<file path="config.mk">
export PLATFORM = sky130hd
export DESIGN_NAME = transducer_power_run_controller_unit
export DESIGN_NICKNAME = d
export VERILOG_FILES = /design/src/design/tprc_pkg.sv /design/src/design/tprc_power_unit.sv /design/src/design/transducer_power_run_controller_unit.sv
export VERILOG_INCLUDE_DIRS = /design/src /design/src/design
export SDC_FILE = /design/constraint.sdc
export NUM_CORES = 1
export LEC_CHECK = 0
export BUFFER_PORTS_ARGS = -buffer_cell sky130_fd_sc_hd__buf_2
export CORE_MARGIN = 2
export CORE_UTILIZATION = 30
export CTS_CLUSTER_DIAMETER = 50
export DETAILED_ROUTE_END_ITERATION = 7
export PLACE_DENSITY = 0.5
export SETUP_SLACK_MARGIN = 0.1
export SLEW_MARGIN = 20
export SYNTH_ARGS = -nofsm -noshare
export SYNTH_HDL_FRONTEND = slang
export SYNTH_HIERARCHICAL = 1
export SYNTH_SLANG_ARGS = --single-unit
</file>
<file path="constraint.sdc">
create_clock -name i_clk -period 5.68 [get_ports i_clk]
set_input_delay 0.284 -clock i_clk [delete_from_list [all_inputs] [get_ports i_clk]]
set_output_delay 0.284 -clock i_clk [all_outputs]
set_load 0.005 [all_outputs]
</file>
<file path="src/design/transducer_power_run_controller_unit_macros.svh">
// Assertion macros shared by the transducer power run controller RTL.
// Depends on nothing; included by the files that carry assertions.
`ifndef TRANSDUCER_POWER_RUN_CONTROLLER_UNIT_MACROS_SVH
`define TRANSDUCER_POWER_RUN_CONTROLLER_UNIT_MACROS_SVH

// Same-cycle implication, checked out of reset.
`define TPRC_ASSERT_IMP(label, clk, rst_n, ante, cons) \
    label: assert property (@(posedge clk) disable iff (!rst_n) (ante) |-> (cons)) \
        else $error("tprc assertion failed");

// Next-cycle implication, checked out of reset.
`define TPRC_ASSERT_NXT(label, clk, rst_n, ante, cons) \
    label: assert property (@(posedge clk) disable iff (!rst_n) (ante) |=> (cons)) \
        else $error("tprc assertion failed");

`endif

</file>
<file path="src/design/tprc_pkg.sv">
// Types and constants of the transducer power run controller.
// Used by tprc_power_unit and transducer_power_run_controller_unit.
package tprc_pkg;

    localparam int unsigned CURRENT_W   = 10;
    localparam int unsigned PWM_HALF_W  = 9;
    localparam int unsigned PWM_W       = PWM_HALF_W + 1;
    localparam int unsigned POWER_W     = 14;
    localparam int unsigned TICKS_W     = 16;
    localparam int unsigned WIPER_W     = 8;
    localparam int unsigned CFG_IDX_W   = 2;
    localparam int unsigned CFG_DATA_W  = 16;

    localparam int unsigned POWER_DIVISOR = 1000;
    localparam int unsigned REM_W         = $clog2(POWER_DIVISOR);

    // The doubled PWM limit is 960, so the raw reading limit is 480.
    localparam logic [PWM_HALF_W-1:0] PWM_HALF_UPPER = 9'd480;
    localparam logic [WIPER_W-1:0]    WIPER_RESET    = 8'd30;
    localparam logic [POWER_W-1:0]    POWER_SAT      = 14'd16383;
    localparam logic [POWER_W-1:0]    SETPOINT_RESET = 14'd20;

    typedef enum logic [2:0] {
        OP_TICK      = 3'd0,
        OP_TURN_ON   = 3'd1,
        OP_TURN_OFF  = 3'd2,
        OP_ESTOP_SET = 3'd3,
        OP_ESTOP_CLR = 3'd4
    } t_op;

    typedef enum logic [CFG_IDX_W-1:0] {
        CFG_RUN_TIMED      = 2'd0,
        CFG_RUN_TICKS      = 2'd1,
        CFG_POWER_SETPOINT = 2'd2,
        CFG_HOLD_ENABLE    = 2'd3
    } t_cfg_idx;

    typedef struct packed {
        logic start;
    } t_pwr_ctl;

    typedef struct packed {
        logic busy;
        logic done;
    } t_pwr_sts;

endpackage

</file>
<file path="src/design/tprc_power_unit.sv">
// Bit-serial power calculator: current * volts * (2 * pwm_half) / 1000, saturated.
// Depends on tprc_pkg and the macros header.
`include "transducer_power_run_controller_unit_macros.svh"

module tprc_power_unit #(
    parameter int unsigned DRIVE_VOLTS = 12
) (
    input  logic                                i_clk,
    input  logic                                i_rst_n,
    input  tprc_pkg::t_pwr_ctl                  i_ctl,
    input  logic [tprc_pkg::CURRENT_W-1:0]      i_current_x10,
    input  logic [tprc_pkg::PWM_HALF_W-1:0]     i_pwm_half,
    output tprc_pkg::t_pwr_sts                  o_sts,
    output logic [tprc_pkg::POWER_W-1:0]        o_power
);

    localparam int unsigned VOLT_W = $clog2(DRIVE_VOLTS + 1);
    localparam int unsigned CV_W   = tprc_pkg::CURRENT_W + VOLT_W;
    localparam int unsigned ACC_W  = CV_W + tprc_pkg::PWM_W;
    localparam int unsigned CNT_W  = $clog2(ACC_W);
    localparam int unsigned REM_W  = tprc_pkg::REM_W;

    typedef enum logic [2:0] {
        P_IDLE = 3'b001,
        P_MUL  = 3'b010,
        P_DIV  = 3'b100
    } t_phase;

    t_phase                       r_phase, n_phase;
    logic [CNT_W-1:0]             r_cnt, n_cnt;
    logic                         r_done, n_done;
    logic [CV_W-1:0]              r_cv, n_cv;
    logic [tprc_pkg::PWM_W-1:0]   r_mplr, n_mplr;
    logic [ACC_W-1:0]             r_acc, n_acc;
    logic [REM_W-1:0]             r_rem, n_rem;

    logic [REM_W:0]               w_trial;
    logic                         w_ge;

    // One long-division step: bring down the next dividend bit.
    assign w_trial = {r_rem, r_acc[ACC_W-1]};
    assign w_ge    = (w_trial >= (REM_W+1)'(tprc_pkg::POWER_DIVISOR));

    always_comb begin
        n_phase = r_phase;
        n_cnt   = r_cnt;
        n_done  = 1'b0;
        n_cv    = r_cv;
        n_mplr  = r_mplr;
        n_acc   = r_acc;
        n_rem   = r_rem;
        unique case (r_phase)
            P_IDLE: begin
                if (i_ctl.start) begin
                    n_cv    = CV_W'(i_current_x10 * DRIVE_VOLTS);
                    n_mplr  = {i_pwm_half, 1'b0};
                    n_acc   = '0;
                    n_rem   = '0;
                    n_cnt   = '0;
                    n_phase = P_MUL;
                end
            end
            P_MUL: begin
                // Multiplier bits are taken MSB first.
                n_acc  = {r_acc[ACC_W-2:0], 1'b0}
                         + (r_mplr[tprc_pkg::PWM_W-1] ? ACC_W'(r_cv) : '0);
                n_mplr = {r_mplr[tprc_pkg::PWM_W-2:0], 1'b0};
                n_cnt  = r_cnt + 1'b1;
                if (r_cnt == CNT_W'(tprc_pkg::PWM_W - 1)) begin
                    n_cnt   = '0;
                    n_phase = P_DIV;
                end
            end
            P_DIV: begin
                // Quotient bits shift in at the bottom as dividend bits leave the top.
                n_rem = w_ge ? REM_W'(w_trial - (REM_W+1)'(tprc_pkg::POWER_DIVISOR))
                             : w_trial[REM_W-1:0];
                n_acc = {r_acc[ACC_W-2:0], w_ge};
                n_cnt = r_cnt + 1'b1;
                if (r_cnt == CNT_W'(ACC_W - 1)) begin
                    n_cnt   = '0;
                    n_done  = 1'b1;
                    n_phase = P_IDLE;
                end
            end
            default: n_phase = P_IDLE;
        endcase
    end

    always_ff @(posedge i_clk) begin
        if (!i_rst_n) begin
            r_phase <= P_IDLE;
            r_cnt   <= '0;
            r_done  <= 1'b0;
        end else begin
            r_phase <= n_phase;
            r_cnt   <= n_cnt;
            r_done  <= n_done;
        end
        r_cv   <= n_cv;
        r_mplr <= n_mplr;
        r_acc  <= n_acc;
        r_rem  <= n_rem;
    end

    assign o_sts.busy = (r_phase != P_IDLE);
    assign o_sts.done = r_done;
    assign o_power    = (|r_acc[ACC_W-1:tprc_pkg::POWER_W]) ? tprc_pkg::POWER_SAT
                                                           : r_acc[tprc_pkg::POWER_W-1:0];

    `TPRC_ASSERT_IMP(a_start_when_idle, i_clk, i_rst_n, i_ctl.start, r_phase == P_IDLE)
    `TPRC_ASSERT_IMP(a_done_idle, i_clk, i_rst_n, r_done, r_phase == P_IDLE)
    `TPRC_ASSERT_IMP(a_rem_bound, i_clk, i_rst_n, r_phase == P_DIV, r_rem < REM_W'(tprc_pkg::POWER_DIVISOR))

endmodule

</file>
<file path="src/design/transducer_power_run_controller_unit.sv">
// Transducer power run controller: one command per input transaction, one status
// result per transaction. A tick occupies the block while tprc_power_unit runs its
// bit-serial multiply (10 steps) and divide by 1000 (one step per product bit, 24 at
// the default DRIVE_VOLTS); the other commands go straight to the output register.
// Input is stalled from acceptance until the result has entered the output register,
// which holds it while the output side stalls. Depends on tprc_pkg, tprc_power_unit
// and the macros header.
`include "transducer_power_run_controller_unit_macros.svh"

module transducer_power_run_controller_unit #(
    parameter int unsigned WIPER_MAX   = 127,
    parameter int unsigned DRIVE_VOLTS = 12
) (
    input  logic                                 i_clk,
    input  logic                                 i_rst_n,
    // configuration
    input  logic                                 i_cfg_we,
    input  logic [tprc_pkg::CFG_IDX_W-1:0]       i_cfg_idx,
    input  logic [tprc_pkg::CFG_DATA_W-1:0]      i_cfg_data,
    // command channel
    input  logic                                 i_valid,
    output logic                                 o_stall,
    input  logic [2:0]                           i_op,
    input  logic [tprc_pkg::CURRENT_W-1:0]       i_current_x10,
    input  logic [tprc_pkg::PWM_HALF_W-1:0]      i_pwm_half,
    // result channel
    output logic                                 o_valid,
    input  logic                                 i_stall,
    output logic                                 o_is_on,
    output logic                                 o_estop_active,
    output logic [tprc_pkg::POWER_W-1:0]         o_power_x10,
    output logic [tprc_pkg::TICKS_W-1:0]         o_ticks_left,
    output logic [tprc_pkg::WIPER_W-1:0]         o_wiper
);

    localparam int unsigned WIPER_W = tprc_pkg::WIPER_W;
    localparam int unsigned TICKS_W = tprc_pkg::TICKS_W;
    localparam int unsigned POWER_W = tprc_pkg::POWER_W;

    typedef enum logic [2:0] {
        S_IDLE = 3'b001,
        S_CALC = 3'b010,
        S_WAIT = 3'b100
    } t_state;

    t_state                          r_state, n_state;
    logic                            r_on, n_on;
    logic                            r_estop, n_estop;
    logic [TICKS_W-1:0]              r_cd, n_cd;
    logic [WIPER_W-1:0]              r_wiper, n_wiper;
    logic [POWER_W-1:0]              r_power, n_power;
    logic [tprc_pkg::PWM_HALF_W-1:0] r_pwm_half;

    logic                            r_run_timed;
    logic [TICKS_W-1:0]              r_run_ticks;
    logic [POWER_W-1:0]              r_setpoint;
    logic                            r_hold_en;

    logic                            r_out_valid, n_out_valid;
    logic                            r_out_on;
    logic                            r_out_estop;
    logic [POWER_W-1:0]              r_out_power;
    logic [TICKS_W-1:0]              r_out_ticks;
    logic [WIPER_W-1:0]              r_out_wiper;
    logic                            w_out_load;

    logic                            w_in_acc;
    tprc_pkg::t_pwr_ctl              w_pwr_ctl;
    tprc_pkg::t_pwr_sts              w_pwr_sts;
    logic [POWER_W-1:0]              w_unit_power;
    logic [TICKS_W-1:0]              w_cd_dec;
    logic                            w_on_tick;

    assign w_in_acc        = i_valid && (r_state == S_IDLE);
    assign w_pwr_ctl.start = w_in_acc && (tprc_pkg::t_op'(i_op) == tprc_pkg::OP_TICK);
    assign w_out_load      = (r_state == S_WAIT) && (!r_out_valid || !i_stall);

    tprc_power_unit #(
        .DRIVE_VOLTS (DRIVE_VOLTS)
    ) u_power (
        .i_clk         (i_clk),
        .i_rst_n       (i_rst_n),
        .i_ctl         (w_pwr_ctl),
        .i_current_x10 (i_current_x10),
        .i_pwm_half    (i_pwm_half),
        .o_sts         (w_pwr_sts),
        .o_power       (w_unit_power)
    );

    // A timed tick at zero count turns off instead of wrapping.
    assign w_cd_dec  = (r_cd == '0) ? '0 : r_cd - 1'b1;
    assign w_on_tick = !(r_on && r_run_timed && (w_cd_dec == '0)) && r_on;

    always_comb begin
        n_state = r_state;
        n_on    = r_on;
        n_estop = r_estop;
        n_cd    = r_cd;
        n_wiper = r_wiper;
        n_power = r_power;
        unique case (r_state)
            S_IDLE: begin
                if (w_in_acc) begin
                    n_state = S_WAIT;
                    unique case (tprc_pkg::t_op'(i_op))
                        tprc_pkg::OP_TICK: n_state = S_CALC;
                        tprc_pkg::OP_TURN_ON: begin
                            if (!r_estop) begin
                                n_on = 1'b1;
                                if (r_run_timed) begin
                                    n_cd = r_run_ticks;
                                end
                            end
                        end
                        tprc_pkg::OP_TURN_OFF: begin
                            n_on = 1'b0;
                            n_cd = '0;
                        end
                        tprc_pkg::OP_ESTOP_SET: begin
                            n_estop = 1'b1;
                            n_on    = 1'b0;
                            n_cd    = '0;
                        end
                        tprc_pkg::OP_ESTOP_CLR: n_estop = 1'b0;
                        default: ;
                    endcase
                end
            end
            S_CALC: begin
                if (w_pwr_sts.done) begin
                    n_state = S_WAIT;
                    n_power = w_unit_power;
                    if (r_on && r_run_timed) begin
                        n_cd = w_cd_dec;
                    end
                    n_on = w_on_tick;
                    // Wiper steps toward the setpoint, held at the PWM and wiper limits.
                    if (r_hold_en && w_on_tick) begin
                        if (w_unit_power > r_setpoint) begin
                            if ((r_pwm_half != '0) && (r_wiper != '0)) begin
                                n_wiper = r_wiper - 1'b1;
                            end
                        end else if (w_unit_power < r_setpoint) begin
                            if ((r_pwm_half <= tprc_pkg::PWM_HALF_UPPER)
                                    && (r_wiper < WIPER_W'(WIPER_MAX))) begin
                                n_wiper = r_wiper + 1'b1;
                            end
                        end
                    end
                end
            end
            S_WAIT: begin
                if (w_out_load) begin
                    n_state = S_IDLE;
                end
            end
            default: n_state = S_IDLE;
        endcase
    end

    always_comb begin
        n_out_valid = r_out_valid;
        if (w_out_load) begin
            n_out_valid = 1'b1;
        end else if (!i_stall) begin
            n_out_valid = 1'b0;
        end
    end

    always_ff @(posedge i_clk) begin
        if (!i_rst_n) begin
            r_state     <= S_IDLE;
            r_on        <= 1'b0;
            r_estop     <= 1'b1;
            r_cd        <= '0;
            r_wiper     <= tprc_pkg::WIPER_RESET;
            r_power     <= '0;
            r_out_valid <= 1'b0;
            r_run_timed <= 1'b0;
            r_run_ticks <= '0;
            r_setpoint  <= tprc_pkg::SETPOINT_RESET;
            r_hold_en   <= 1'b0;
        end else begin
            r_state     <= n_state;
            r_on        <= n_on;
            r_estop     <= n_estop;
            r_cd        <= n_cd;
            r_wiper     <= n_wiper;
            r_power     <= n_power;
            r_out_valid <= n_out_valid;
            if (i_cfg_we) begin
                unique case (tprc_pkg::t_cfg_idx'(i_cfg_idx))
                    tprc_pkg::CFG_RUN_TIMED:      r_run_timed <= i_cfg_data[0];
                    tprc_pkg::CFG_RUN_TICKS:      r_run_ticks <= i_cfg_data[TICKS_W-1:0];
                    tprc_pkg::CFG_POWER_SETPOINT: r_setpoint  <= i_cfg_data[POWER_W-1:0];
                    tprc_pkg::CFG_HOLD_ENABLE:    r_hold_en   <= i_cfg_data[0];
                    default: ;
                endcase
            end
        end
        if (w_pwr_ctl.start) begin
            r_pwm_half <= i_pwm_half;
        end
        if (w_out_load) begin
            r_out_on    <= r_on;
            r_out_estop <= r_estop;
            r_out_power <= r_power;
            r_out_ticks <= r_cd;
            r_out_wiper <= r_wiper;
        end
    end

    assign o_stall        = (r_state != S_IDLE);
    assign o_valid        = r_out_valid;
    assign o_is_on        = r_out_on;
    assign o_estop_active = r_out_estop;
    assign o_power_x10    = r_out_power;
    assign o_ticks_left   = r_out_ticks;
    assign o_wiper        = r_out_wiper;

    `TPRC_ASSERT_IMP(a_estop_forces_off, i_clk, i_rst_n, r_estop, !r_on)
    `TPRC_ASSERT_NXT(a_tick_starts_calc, i_clk, i_rst_n, w_pwr_ctl.start, (r_state == S_CALC) && w_pwr_sts.busy)
    `TPRC_ASSERT_IMP(a_done_in_calc, i_clk, i_rst_n, w_pwr_sts.done, r_state == S_CALC)

endmodule

</file>
Word-level counts from Yosys, hierarchy flattened
Index checks and enable logic that the tools add are counted.
Widths: inputs -> output; s select.
- equality and inequality tests: 28
- add/sub/neg operators: 6
- reductions and logical operators: 44
- multiply operators: 1
- multiplexer cells: 43
- $lt $le $gt $ge: 5
- operator list (operator ; count):
    $mux 16 ; 6
    $pmux 24 s3 ; 1
    $pmux 16 s2 ; 2
    $pmux 10 s2 ; 2
    $logic_not 16->1 ; 2
    $mux 8 ; 4
    $mux 10 ; 3
    $mux 14 ; 2
    $add 24x24->24 ; 1
    $mux 24 ; 1
    $mux 3 ; 7
    $reduce_and 2->1 ; 10
    $pmux 3 s3 ; 2
    $sub 16x1->16 const B ; 1
    $mux 5 ; 3
    $pmux 5 s3 ; 1
    $gt 14x14->1 ; 1
    $lt 14x14->1 ; 1
    $eq 3x2->1 const B ; 4
    $mul 10x2->12 const B ; 1
    $ne 2x1->1 const B ; 6
    $reduce_bool 2->1 ; 6
    $ge 11x10->1 const B ; 1
    $reduce_or 10->1 ; 1
    31 further kinds ; 58
- register bits after elaboration: 190
- logic and storage cells: 151
- input port bits: 45

Logic depth before layout (Yosys ltp)
Gate-level depths: netlist of the first run.
- depth in word-level cells: 8
- mapped depth: 19

Cells and area by module
The synthesis of the first run kept the hierarchy.
- by module, submodules not included (module ; area an instance (sq um) ; cells each ; instances ; sequential area each (sq um)):
    transducer_power_run_controller_unit ; 5733.0 ; 584 ; 1 ; 2992.9
    tprc_power_unit ; 3992.6 ; 409 ; 1 ; 1831.8

Least setup slack after synthesis of the first run
Ideal clock, no wire load.
- path kind: flip-flop to flip-flop
- from: register u_power.r_acc[16]
- to: register r_wiper[7]
- slack: 1728 ps
- cell stages (with the launch flop): 20
- setup time: 72 ps
- arrival time: 3881 ps
- period minus slack after synthesis: 3952 ps
- path buffers: 1
- path through: edfxtp_1 nor4_1 nand3_1 clkbuf_1 or2_1 ha_1 a21oi_1 nand2_1 a221oi_1 nand2_1 nand2_1 inv_1 ha_1 a21oi_1 nor2_1 nor3_1 a21oi_1 xnor2_1 nor3_1 mux2i_1
- word-level cells in the longest chain between the ends: 5
- elaborated cells on any way between the ends: 9
- RTL lines (item ; line ; RTL):
    start: declaration ; tprc_power_unit.sv:34 ; logic [ACC_W-1:0] r_acc, n_acc;
    start signal: assignment ; tprc_power_unit.sv:102 ; r_acc <= n_acc;
    $reduce_or 10->1 * ; tprc_power_unit.sv:108 ; assign o_power = (|r_acc[ACC_W-1:tprc_pkg::POWER_W]) ? tprc_pkg::POWER_SAT
    $mux 14 * ; tprc_power_unit.sv:108 ;
    via w_unit_power[12] ; transducer_power_run_controller_unit.sv:70 ; logic [POWER_W-1:0] w_unit_power;
    $gt 14x14->1 or $lt 14x14->1 (tied branches) ; transducer_power_run_controller_unit.sv:139, transducer_power_run_controller_unit.sv:143 ;
    $ne 2x1->1 (no source line) or $reduce_bool 2->1 (tied branches) ; - ;
    $reduce_and 6->1 (no source line) ; - ;
    end signal: assignment ; transducer_power_run_controller_unit.sv:176 ; r_wiper <= tprc_pkg::WIPER_RESET;
    end signal: assignment ; transducer_power_run_controller_unit.sv:188 ; r_wiper <= n_wiper;
    end: declaration ; transducer_power_run_controller_unit.sv:50 ; logic [WIPER_W-1:0] r_wiper, n_wiper;
The timed path passes the listed nets; every way through them passes the cells marked *.
A chain may end at the register's enable or synchronous reset.

Final worst setup path of the first run
Same ends and word-level chain as after synthesis.

==> impl_metrics.toml, run 1 <==
[status]
status = "complete, no violations"

[timing]
setup_viol = 0
slew_violations = 0
finalSetupTns_ps = 0
tightest_slew_ps = 991
slew-limit-headroom = 0.339
finalHoldViolCount = 0
rsz0062_at_grt = "false"
fin_skew_ps = 21.8
period_needed_ps = 4700
fmax_mhz = 213
fin_crit_sh = 0.828

[die]
row_count = 65
coreArea_um2 = 31700
die_y_um = 184
io_pins = 87
die_area_um2 = 33900
fp.dieW_um = 184
start_util = 0.307

[worst_hold_path]
hold_depth = 1
min_to = "r_pwm_half[0]"
hold_start = "i_pwm_half[0]"
min_path_type = "in -> reg"

[grt]
grt_pass1_vias = 6818
antenna_found_initial = 0
grt_first_pass_wirelength_um = 37200
grt_max_degree = 88
gr-total-overflow = 0
grt_util_all_layers = 0.141

[worst_setup_path]
cp-end-kind = "flop"
arrival_ps = 5080
reg2reg_to = "r_wiper[7]"
reg2reg_depth = 18
rrSetupSlack_ps = 980
crit_fanout = 12
critPathLaunchType = "flop"
r2r-start = "u_power/r_acc[16]"
cp.required_ps = 6050
path_class = "reg -> reg"
cp-startpoint = "u_power/r_acc[16]"

[clock_network]
clockBufferDepth = 2
htreeDepth = 4
cts_root_buf = "clkbuf_16"
postCtsSetupRepairBufs = 0
clk_latency_ps = 440
cts-buffers-inserted = 17
cts_tree = "built"
cts_sinks = 189
ctsHoldBuffers = 0
clkTransAtPathRegs_ps = 70
ctsResizeCount = 0

[layout]
layout-drive-gt1-share = 0.139
diodes = 0
final_cell_mix = "184 x nand2_1, 104 x edfxtp_1, 85 x buf_2, 85 x dfxtp_1, 47 x ha_1"
final_common_cell = "nand2_1"
post-route-cell-area_um2 = 11200
finish.utilization = 0.352
nets = 1160
area.growth.synth_to_final_pct = 14.7

[routing]
drt_wl_total_um = 23600
vias = 7355
drc = 0
final_antenna_net_count = 0
drtIter0Drc = 577
viasPerCell = 4.97
first_pass_iters = 4
wl_per_cell_um = 15.9

[synth]
syn_nets = 1087
synth_cells = 992
yosysWarnings = 6
syn_avg_cell_area_um2 = 9.80
synth_area_um2 = 9720

[place]
numPortBuffers = 86
dp_hpwl_um = 17100
dpl_cell_area_um2 = 10600
gp_congestion = 0.828

[flow_run]
drv_cap = 0

[power_and_ir_drop]
power_density_nw_per_um2 = 264
leakagePower_nw = 4.30
ir_drop_mv = 0.223
[power by group]
group	switching (W)	leakage [nW]	total, W	internal [W]
combinational	0.000138	2.35	0.000239	0.000101
sequential	0.0000224	1.65	0.00149	0.00146
clock	0.000572	0.293	0.00122	0.000649
total	0.000732	4.29	0.00295	0.00221
[per-stage QoR]
stage / cells / worst slack, ps / power (W) / hold slack [ps]
floorplan: 992 / 1730 / 0.00168 / 364
global placement: 1448 / 1150 / 0.00176 / 416
detailed placement: 1448 / 1070 / 0.00176 / 415
CTS: 1480 / 1050 / 0.00299 / 14.5
global route: 1480 / 462 / 0.00307 / 11.6
finish: 1480 / 977 / 0.00295 / 35.4
[worst max-delay path by stage]
stage | end | slack [ps] | depth (start not counted)
finish | r_wiper[7] | 980 | 18
global route | r_wiper[7] | 460 | 18
CTS | r_wiper[7] | 1050 | 18
detailed placement | r_wiper[7] | 1070 | 18
global placement | r_wiper[7] | 1150 | 18
floorplan | r_wiper[7] | 1730 | 19
[worst max-delay path, cell delays in order, from the launching register on]
cell	delay [ps]
edfxtp_1	480
nor4_1	540
nand3_1	370
or2_1	340
ha_1	320
a21oi_1	140
nand2_1	70
a221oi_1	360
nand2_1	170
nand2_1	130
inv_1	140
ha_1	310
a21oi_1	200
nor2_1	80
nor3_1	300
a21oi_1	130
xnor2_1	140
nor3_1	220
mux2i_1	200
[flip-flops by register name, summed over array words and instances, names as in the netlist, 3 cells and up]
register / cells
u_power/r_rem: 10
r_setpoint: 14
u_power/r_cv: 12
r_wiper: 8
r_power: 14
u_power/r_acc: 24
u_power/r_mplr: 9
r_pwm_half: 9
r_run_ticks: 16
o_power_x10: 14
u_power/r_phase: 3
u_power/r_cnt: 5
r_cd: 16
o_ticks_left: 16
o_wiper: 8
r_state: 3
[cell type report]
| class | count | area [um2] |
|---|---|---|
| clock buffer | 18 | 450 |
| clock inverter | 14 | 145 |
| fill | 3238 | 20600 |
| inverter | 44 | 165 |
| multi-input combinational | 720 | 4580 |
| sequential | 189 | 4820 |
| tap | 402 | 503 |
| timing repair buffer | 93 | 485 |
[per-layer routing]
metal / share of wire / GRT usage
met5: 0 / 0
met4: 0.0098 / 0.0374
met3: 0.034 / 0.0277
met2: 0.48 / 0.231
met1: 0.48 / 0.191
No activity file was read; power rests on OpenSTA's default activity.
==> run 2, diff against run 1 <==
--- a/config.mk
+++ b/config.mk
@@ -6,6 +6,7 @@
 export SDC_FILE = /design/constraint.sdc
 export NUM_CORES = 1
 export LEC_CHECK = 0
+export ABC_AREA = 1
 export BUFFER_PORTS_ARGS = -buffer_cell sky130_fd_sc_hd__buf_2
 export CORE_MARGIN = 2
 export CORE_UTILIZATION = 30
==> constraint.sdc (replaced) <==
create_clock -name i_clk -period 4.7 [get_ports i_clk]
set_input_delay 0.235 -clock i_clk [delete_from_list [all_inputs] [get_ports i_clk]]
set_output_delay 0.235 -clock i_clk [all_outputs]
set_load 0.005 [all_outputs]
==> run 2 against run 1 <==
Area after synthesis rose by 5.9%. Register-to-register slack got worse by 230 ps. Critical path depth rose by 5. Hold slack got worse by 16 ps. Utilization barely moved. Total power rose by 41%. Routed wire length rose by 7.5%. Final cell count rose by 24%. Non-clock buffer count rose by 8. Global-route usage rose by 0.61 points. Sequential share of layout area fell by 2.6 points. Clock skew fell by 7.1 ps. Largest power group unchanged.
==> impl_metrics.toml, run 2 <==
[die]
fp.dieW_um = 189
coreArea_um2 = 33700
die_area_um2 = 35800
start_util = 0.306
die_y_um = 189
io_pins = 87
row_count = 67

[clock_network]
clkTransAtPathRegs_ps = 70
clk_latency_ps = 450
clockBufferDepth = 2
cts-buffers-inserted = 17
postCtsSetupRepairBufs = 0
cts_tree = "built"
htreeDepth = 4
cts_root_buf = "clkbuf_16"
cts_sinks = 189

[synth]
synth_common_cells = "287 x nand2_1, 188 x inv_1, 159 x nor2_1, 104 x edfxtp_1"
synthArstFlopShare = 0
syn_nets = 1386
synth_ff_type = "edfxtp_1"
yosysWarnings = 6
synth_edf_count = 104
synth_area_um2 = 10300
synth_cells = 1291
synth_most_common_cell = "nand2_1"
synth_area_leaders = "edfxtp_1 30%, dfxtp_1 17%, nand2_1 10%"
yosys.area.top_type_share = 0.303
synth_cell_types = 51
ys_ff_latch = 189
yosysSeqAreaShare = 0.468
synth_area_leader_cell = "edfxtp_1"
syn_avg_cell_area_um2 = 7.98

[layout]
seqCellArea_um2 = 4820
largest-register = "u_power/r_acc"
finish.utilization = 0.352
area.growth.synth_to_final_pct = 15.2
largest_reg_flops = 24
nets = 1476
diodes = 0
layout-drive-gt1-share = 0.118
final_cell_mix = "287 x nand2_1, 188 x inv_1, 159 x nor2_1"
final_common_cell = "nand2_1"
multi_input_area_um2 = 4590
n_fill_cell = 3606

[power_and_ir_drop]
leakagePower_nw = 5.23
power_frac_clock = 0.351
intPower_w = 0.00288
switching_share = 0.305
share_comb_of_total_power = 0.189
p_switching_w = 0.00127
total_power_w = 0.00415
power_frac_seq = 0.460
ir_drop_mv = 0.226
power_density_nw_per_um2 = 349

[timing]
slew-limit-headroom = 0.489
setup_viol = 0
holdWs_ps = 19.0
period_needed_ps = 3950
finalSetupTns_ps = 0
fin_skew_ps = 14.6
tightest_slew_ps = 764
fin_crit_sh = 0.841
rsz0062_at_grt = "false"
fmax_mhz = 253
slew_violations = 0
finalHoldViolCount = 0

[worst_hold_path]
min_path_type = "in -> reg"
hold_start = "i_cfg_data[15]"

[worst_setup_path]
crit_fanout = 14
cp.required_ps = 5070
r2r-start = "u_power/r_acc[15]"
cp-end-kind = "flop"
arrival_ps = 4330
critPathLaunchType = "flop"
path_class = "reg -> reg"
cp-startpoint = "u_power/r_acc[15]"

[routing]
drtIter0Drc = 514
vias = 8427
drc = 0
viasPerCell = 4.57
final_antenna_net_count = 0
first_pass_iters = 7
wl_per_cell_um = 13.8
drt_wl_total_um = 25300

[grt]
grt_pass1_vias = 8459
grt_util_all_layers = 0.147
grt_max_degree = 75
antenna_found_initial = 0
gr-total-overflow = 0
grt_first_pass_wirelength_um = 42300

[place]
dp_hpwl_um = 19100
gp_congestion = 0.840
numPortBuffers = 86

[status]
status = "complete, no violations"

[flow_run]
drv_cap = 0
## run 2: power groups by stage
stage          Combinational, W  Clock [W]  Sequential [W]
4_1_cts                0.000791    0.00150         0.00191
3_5_place_dp           0.000780          0         0.00195
3_3_place_gp           0.000773          0         0.00195
5_1_grt                0.000902    0.00156         0.00192
6_report               0.000784    0.00145         0.00191
2_1_floorplan          0.000605          0         0.00193
## run 2: final cells by class
class                   instances  share of cell area
inverters                     199              0.0629
well taps                     448              0.0472
repair buffers                101              0.0479
multi-input cells             873               0.386
clock buffers                  19              0.0383
clock inverters                13              0.0108
flip-flops and latches        189               0.407
## run 2: final timing paths
path,to,slack (ps),depth (start not counted)
worst max-delay path,r_wiper[5],750,23
worst min-delay path,r_run_ticks[15],20,3
worst max register to register,r_wiper[5],750,23
worst min register to register,o_power_x10[9],420,0
## run 2: kinds of logic after synthesis
logic type                 synth area share
and+or+nand+nor                       0.248
buffers and inverters                0.0874
AOI/OAI and AO/OA                     0.117
DFF                                   0.468
adders and majority gates            0.0629
xor gates and xnor gates             0.0170
## run 2: stage by stage
| step | instance area (um2) | worst slack, ps | cells |
|---|---|---|---|
| after floorplan | 10300 | 1200 | 1291 |
| after global placement | 11200 | 827 | 1800 |
| after detailed placement | 11200 | 746 | 1800 |
| after CTS | 11900 | 700 | 1842 |
| after global routing | 11900 | 182 | 1842 |
| final | 11900 | 747 | 1842 |
## run 2: critical path, cell delays in order, from the launching register on
cell and delay (ps):
edfxtp_1 450, nor2_1 140, nand3_1 120, nor4_4 230
buf_4 230, nand2_1 90, ha_1 300, nand2_1 70
nor2_1 140, inv_1 50, nor2_1 230, nand4_1 180
nand2_1 190, inv_1 150, ha_1 360, a21oi_1 160
nand2_1 100, nand2_1 70, inv_1 50, o21a_1 160
nor2_1 110, xor2_1 150, nor2_1 60, nor2_1 100
## run 2: layer usage
metal  vias to the layer above  share of wire  track usage
li1                       4405              -            -
met3                        31          0.030       0.0267
met1                      3871           0.47        0.184
met4                         0          0.020       0.0492
met5                         -              0            0
met2                       120           0.48        0.256
## run 2: what timing repair did
action / in CTS / in global routing
hold endpoints to repair: 10 / 0
resized for setup: 0 / 0
hold buffers: 10 / 0
==> run 3, diff against run 2 <==
--- a/config.mk
+++ b/config.mk
@@ -6,7 +6,7 @@
 export SDC_FILE = /design/constraint.sdc
 export NUM_CORES = 1
 export LEC_CHECK = 0
-export ABC_AREA = 1
+export ABC_AREA = 0
 export BUFFER_PORTS_ARGS = -buffer_cell sky130_fd_sc_hd__buf_2
 export CORE_MARGIN = 2
 export CORE_UTILIZATION = 30
==> constraint.sdc (replaced) <==
create_clock -name i_clk -period 3.87 [get_ports i_clk]
set_input_delay 0.1935 -clock i_clk [delete_from_list [all_inputs] [get_ports i_clk]]
set_output_delay 0.1935 -clock i_clk [all_outputs]
set_load 0.005 [all_outputs]
==> run 3 against run 2 <==
Critical path depth is 5 lower. Hold slack better by 17 ps. Clock skew increased by 2.1 ps. Flip-flop and latch count is the same. Highest routed layer unchanged.
==> impl_metrics.toml, run 3 (synthesis gave the netlist of run 1 again) <==
[status]
status = "complete, no violations"

[timing]
fin_crit_sh = 0.949
setup_slack_ps = 197
finalSetupTns_ps = 0
period_needed_ps = 3670
holdWs_ps = 36.4
slew-limit-headroom = 0.386
rsz0062_at_grt = "true"
setup_viol = 0
finalHoldViolCount = 0
fin_skew_ps = 16.7
tightest_slew_ps = 917
slew_violations = 0
fmax_mhz = 272

[clock_network]
cts-buffers-inserted = 17
cts_tree = "built"
cts_sinks = 189
htreeDepth = 4
clockBufferDepth = 2
clkTransAtPathRegs_ps = 80
cts_root_buf = "clkbuf_16"
clk_latency_ps = 440

[grt]
grt_use_met1 = 0.195
grt_pass1_vias = 7070
grt_util_met3 = 0.0234
antenna_found_initial = 0
gr-total-overflow = 0
busiest_layer = "met2"
grt_first_pass_wirelength_um = 38400
grt_util_all_layers = 0.144
gr-usage-met2 = 0.238
grt_max_degree = 88

[power_and_ir_drop]
intPower_w = 0.00325
p_switching_w = 0.00116
leakagePower_nw = 4.55
switching_share = 0.263
share_comb_of_total_power = 0.087
power_frac_clock = 0.419
power_frac_seq = 0.494
ir_drop_mv = 0.298
power_density_nw_per_um2 = 370

[routing]
viasPerCell = 4.92
final_antenna_net_count = 0
drtIter0Drc = 425
first_pass_iters = 5
drc = 0
vias = 7501
wl_per_cell_um = 15.9
drt_wl_total_um = 24300

[place]
dpl.cell_count = 1469
gp_congestion = 0.815
numPortBuffers = 86
dp_hpwl_um = 17400
dp_slack_ps = -85.1

[layout]
area.growth.synth_to_final_pct = 22.7
nets = 1205
n_fill_cell = 3229
diodes = 0
layout-drive-gt1-share = 0.208
largest_reg_flops = 24
final_common_cell = "nand2_1"
stdcell_count = 1525
largest-register = "u_power/r_acc"
final_cell_mix = "183 x nand2_1, 104 x edfxtp_1, 85 x buf_2, 85 x dfxtp_1, 45 x a21boi_0"

[worst_setup_path]
cp-end-kind = "flop"
cp.required_ps = 4190
path_common_cell = "a21oi_2"
crit_chain = "nor4_4 -> buf_4 -> nand4_1 -> ha_1 -> a21oi_2 -> a21oi_2 -> o31ai_2 -> nand2_1 -> nand2_2 -> clkinv_4 -> ha_4 -> nor2b_2 -> o21ai_2 -> a21oi_2 -> o21ai_1 -> and3_1 -> o2111ai_2 -> nand2_1"
arrival_ps = 4000
path_class = "reg -> reg"
critPathMaxStageDelay_ps = 430
critPathSlowestCell = "edfxtp_1"
critPathLaunchType = "flop"
crit_fanout = 5

[die]
io_pins = 87
row_count = 65
start_util = 0.307
coreArea_um2 = 31700
die_area_um2 = 33900
die_y_um = 184
fp.dieW_um = 184

[worst_hold_path]
min_path_type = "in -> reg"

[flow_run]
drv_cap = 0
==> run 3: worst paths after layout <==
| check | slack, ps | from | cells past startpoint | endpoint |
|---|---|---|---|---|
| max reg2reg | 200 | u_power/r_acc[16] | 18 | r_wiper[6] |
| min | 40 | i_cfg_data[11] | 3 | r_run_ticks[11] |
| max | 200 | u_power/r_acc[16] | 18 | r_wiper[6] |
| min reg2reg | 440 | r_power[5] | 0 | o_power_x10[5] |
==> run 3: power by group through the flow <==
stage / clock (W) / sequential [W] / combinational [W]
floorplan: 0 / 0.00222 / 0.000247
global placement: 0 / 0.00223 / 0.000356
detailed placement: 0 / 0.00223 / 0.000357
CTS: 0.00192 / 0.00218 / 0.000372
global route: 0.00200 / 0.00219 / 0.000431
finish: 0.00185 / 0.00218 / 0.000384
==> run 3: stage by stage <==
stage               utilization  instance area (um2)  power [W]
floorplan                     -                 9740    0.00247
global placement          0.338                10700    0.00258
detailed placement        0.338                10700    0.00258
CTS                       0.366                11600    0.00447
global route              0.376                11900    0.00461
finish                    0.376                11900    0.00442
==> run 3: cell type report <==
| type | instances | area, um2 | area share |
|---|---|---|---|
| timing repair buffer | 138 | 857 | 0.0718 |
| multi-input combinational | 720 | 4930 | 0.413 |
| inverter | 44 | 170 | 0.0143 |
| clock inverter | 14 | 200 | 0.0168 |
| tap | 402 | 503 | 0.0422 |
| clock buffer | 18 | 450 | 0.0378 |
| sequential | 189 | 4820 | 0.404 |
==> run 3: routing by layer <==
metal  wire length [um]  part of all wire
met1              11700              0.48
met2              11700              0.48
met3                607             0.025
met4                322             0.013
met5                  0                 0
==> run 3: worst max-delay path, delay by kind of cell, from the launching register on <==
| family | cells | cell delay, ps |
|---|---|---|
| AOI/OAI and AO/OA | 7 | 960 |
| adders and majority gates | 2 | 690 |
| buffers and inverters | 2 | 290 |
| DFF | 1 | 430 |
| and+or+nand+nor | 7 | 1200 |
==> run 3: timing repair <==
item | 4_1_cts | 5_1_grt
pin swaps | 8 | 29
resized for setup | 10 | 48
setup endpoints to repair | 3 | 8
buffers inserted | 6 | 7
hold endpoints to repair | 12 | 0
hold buffers | 12 | 0
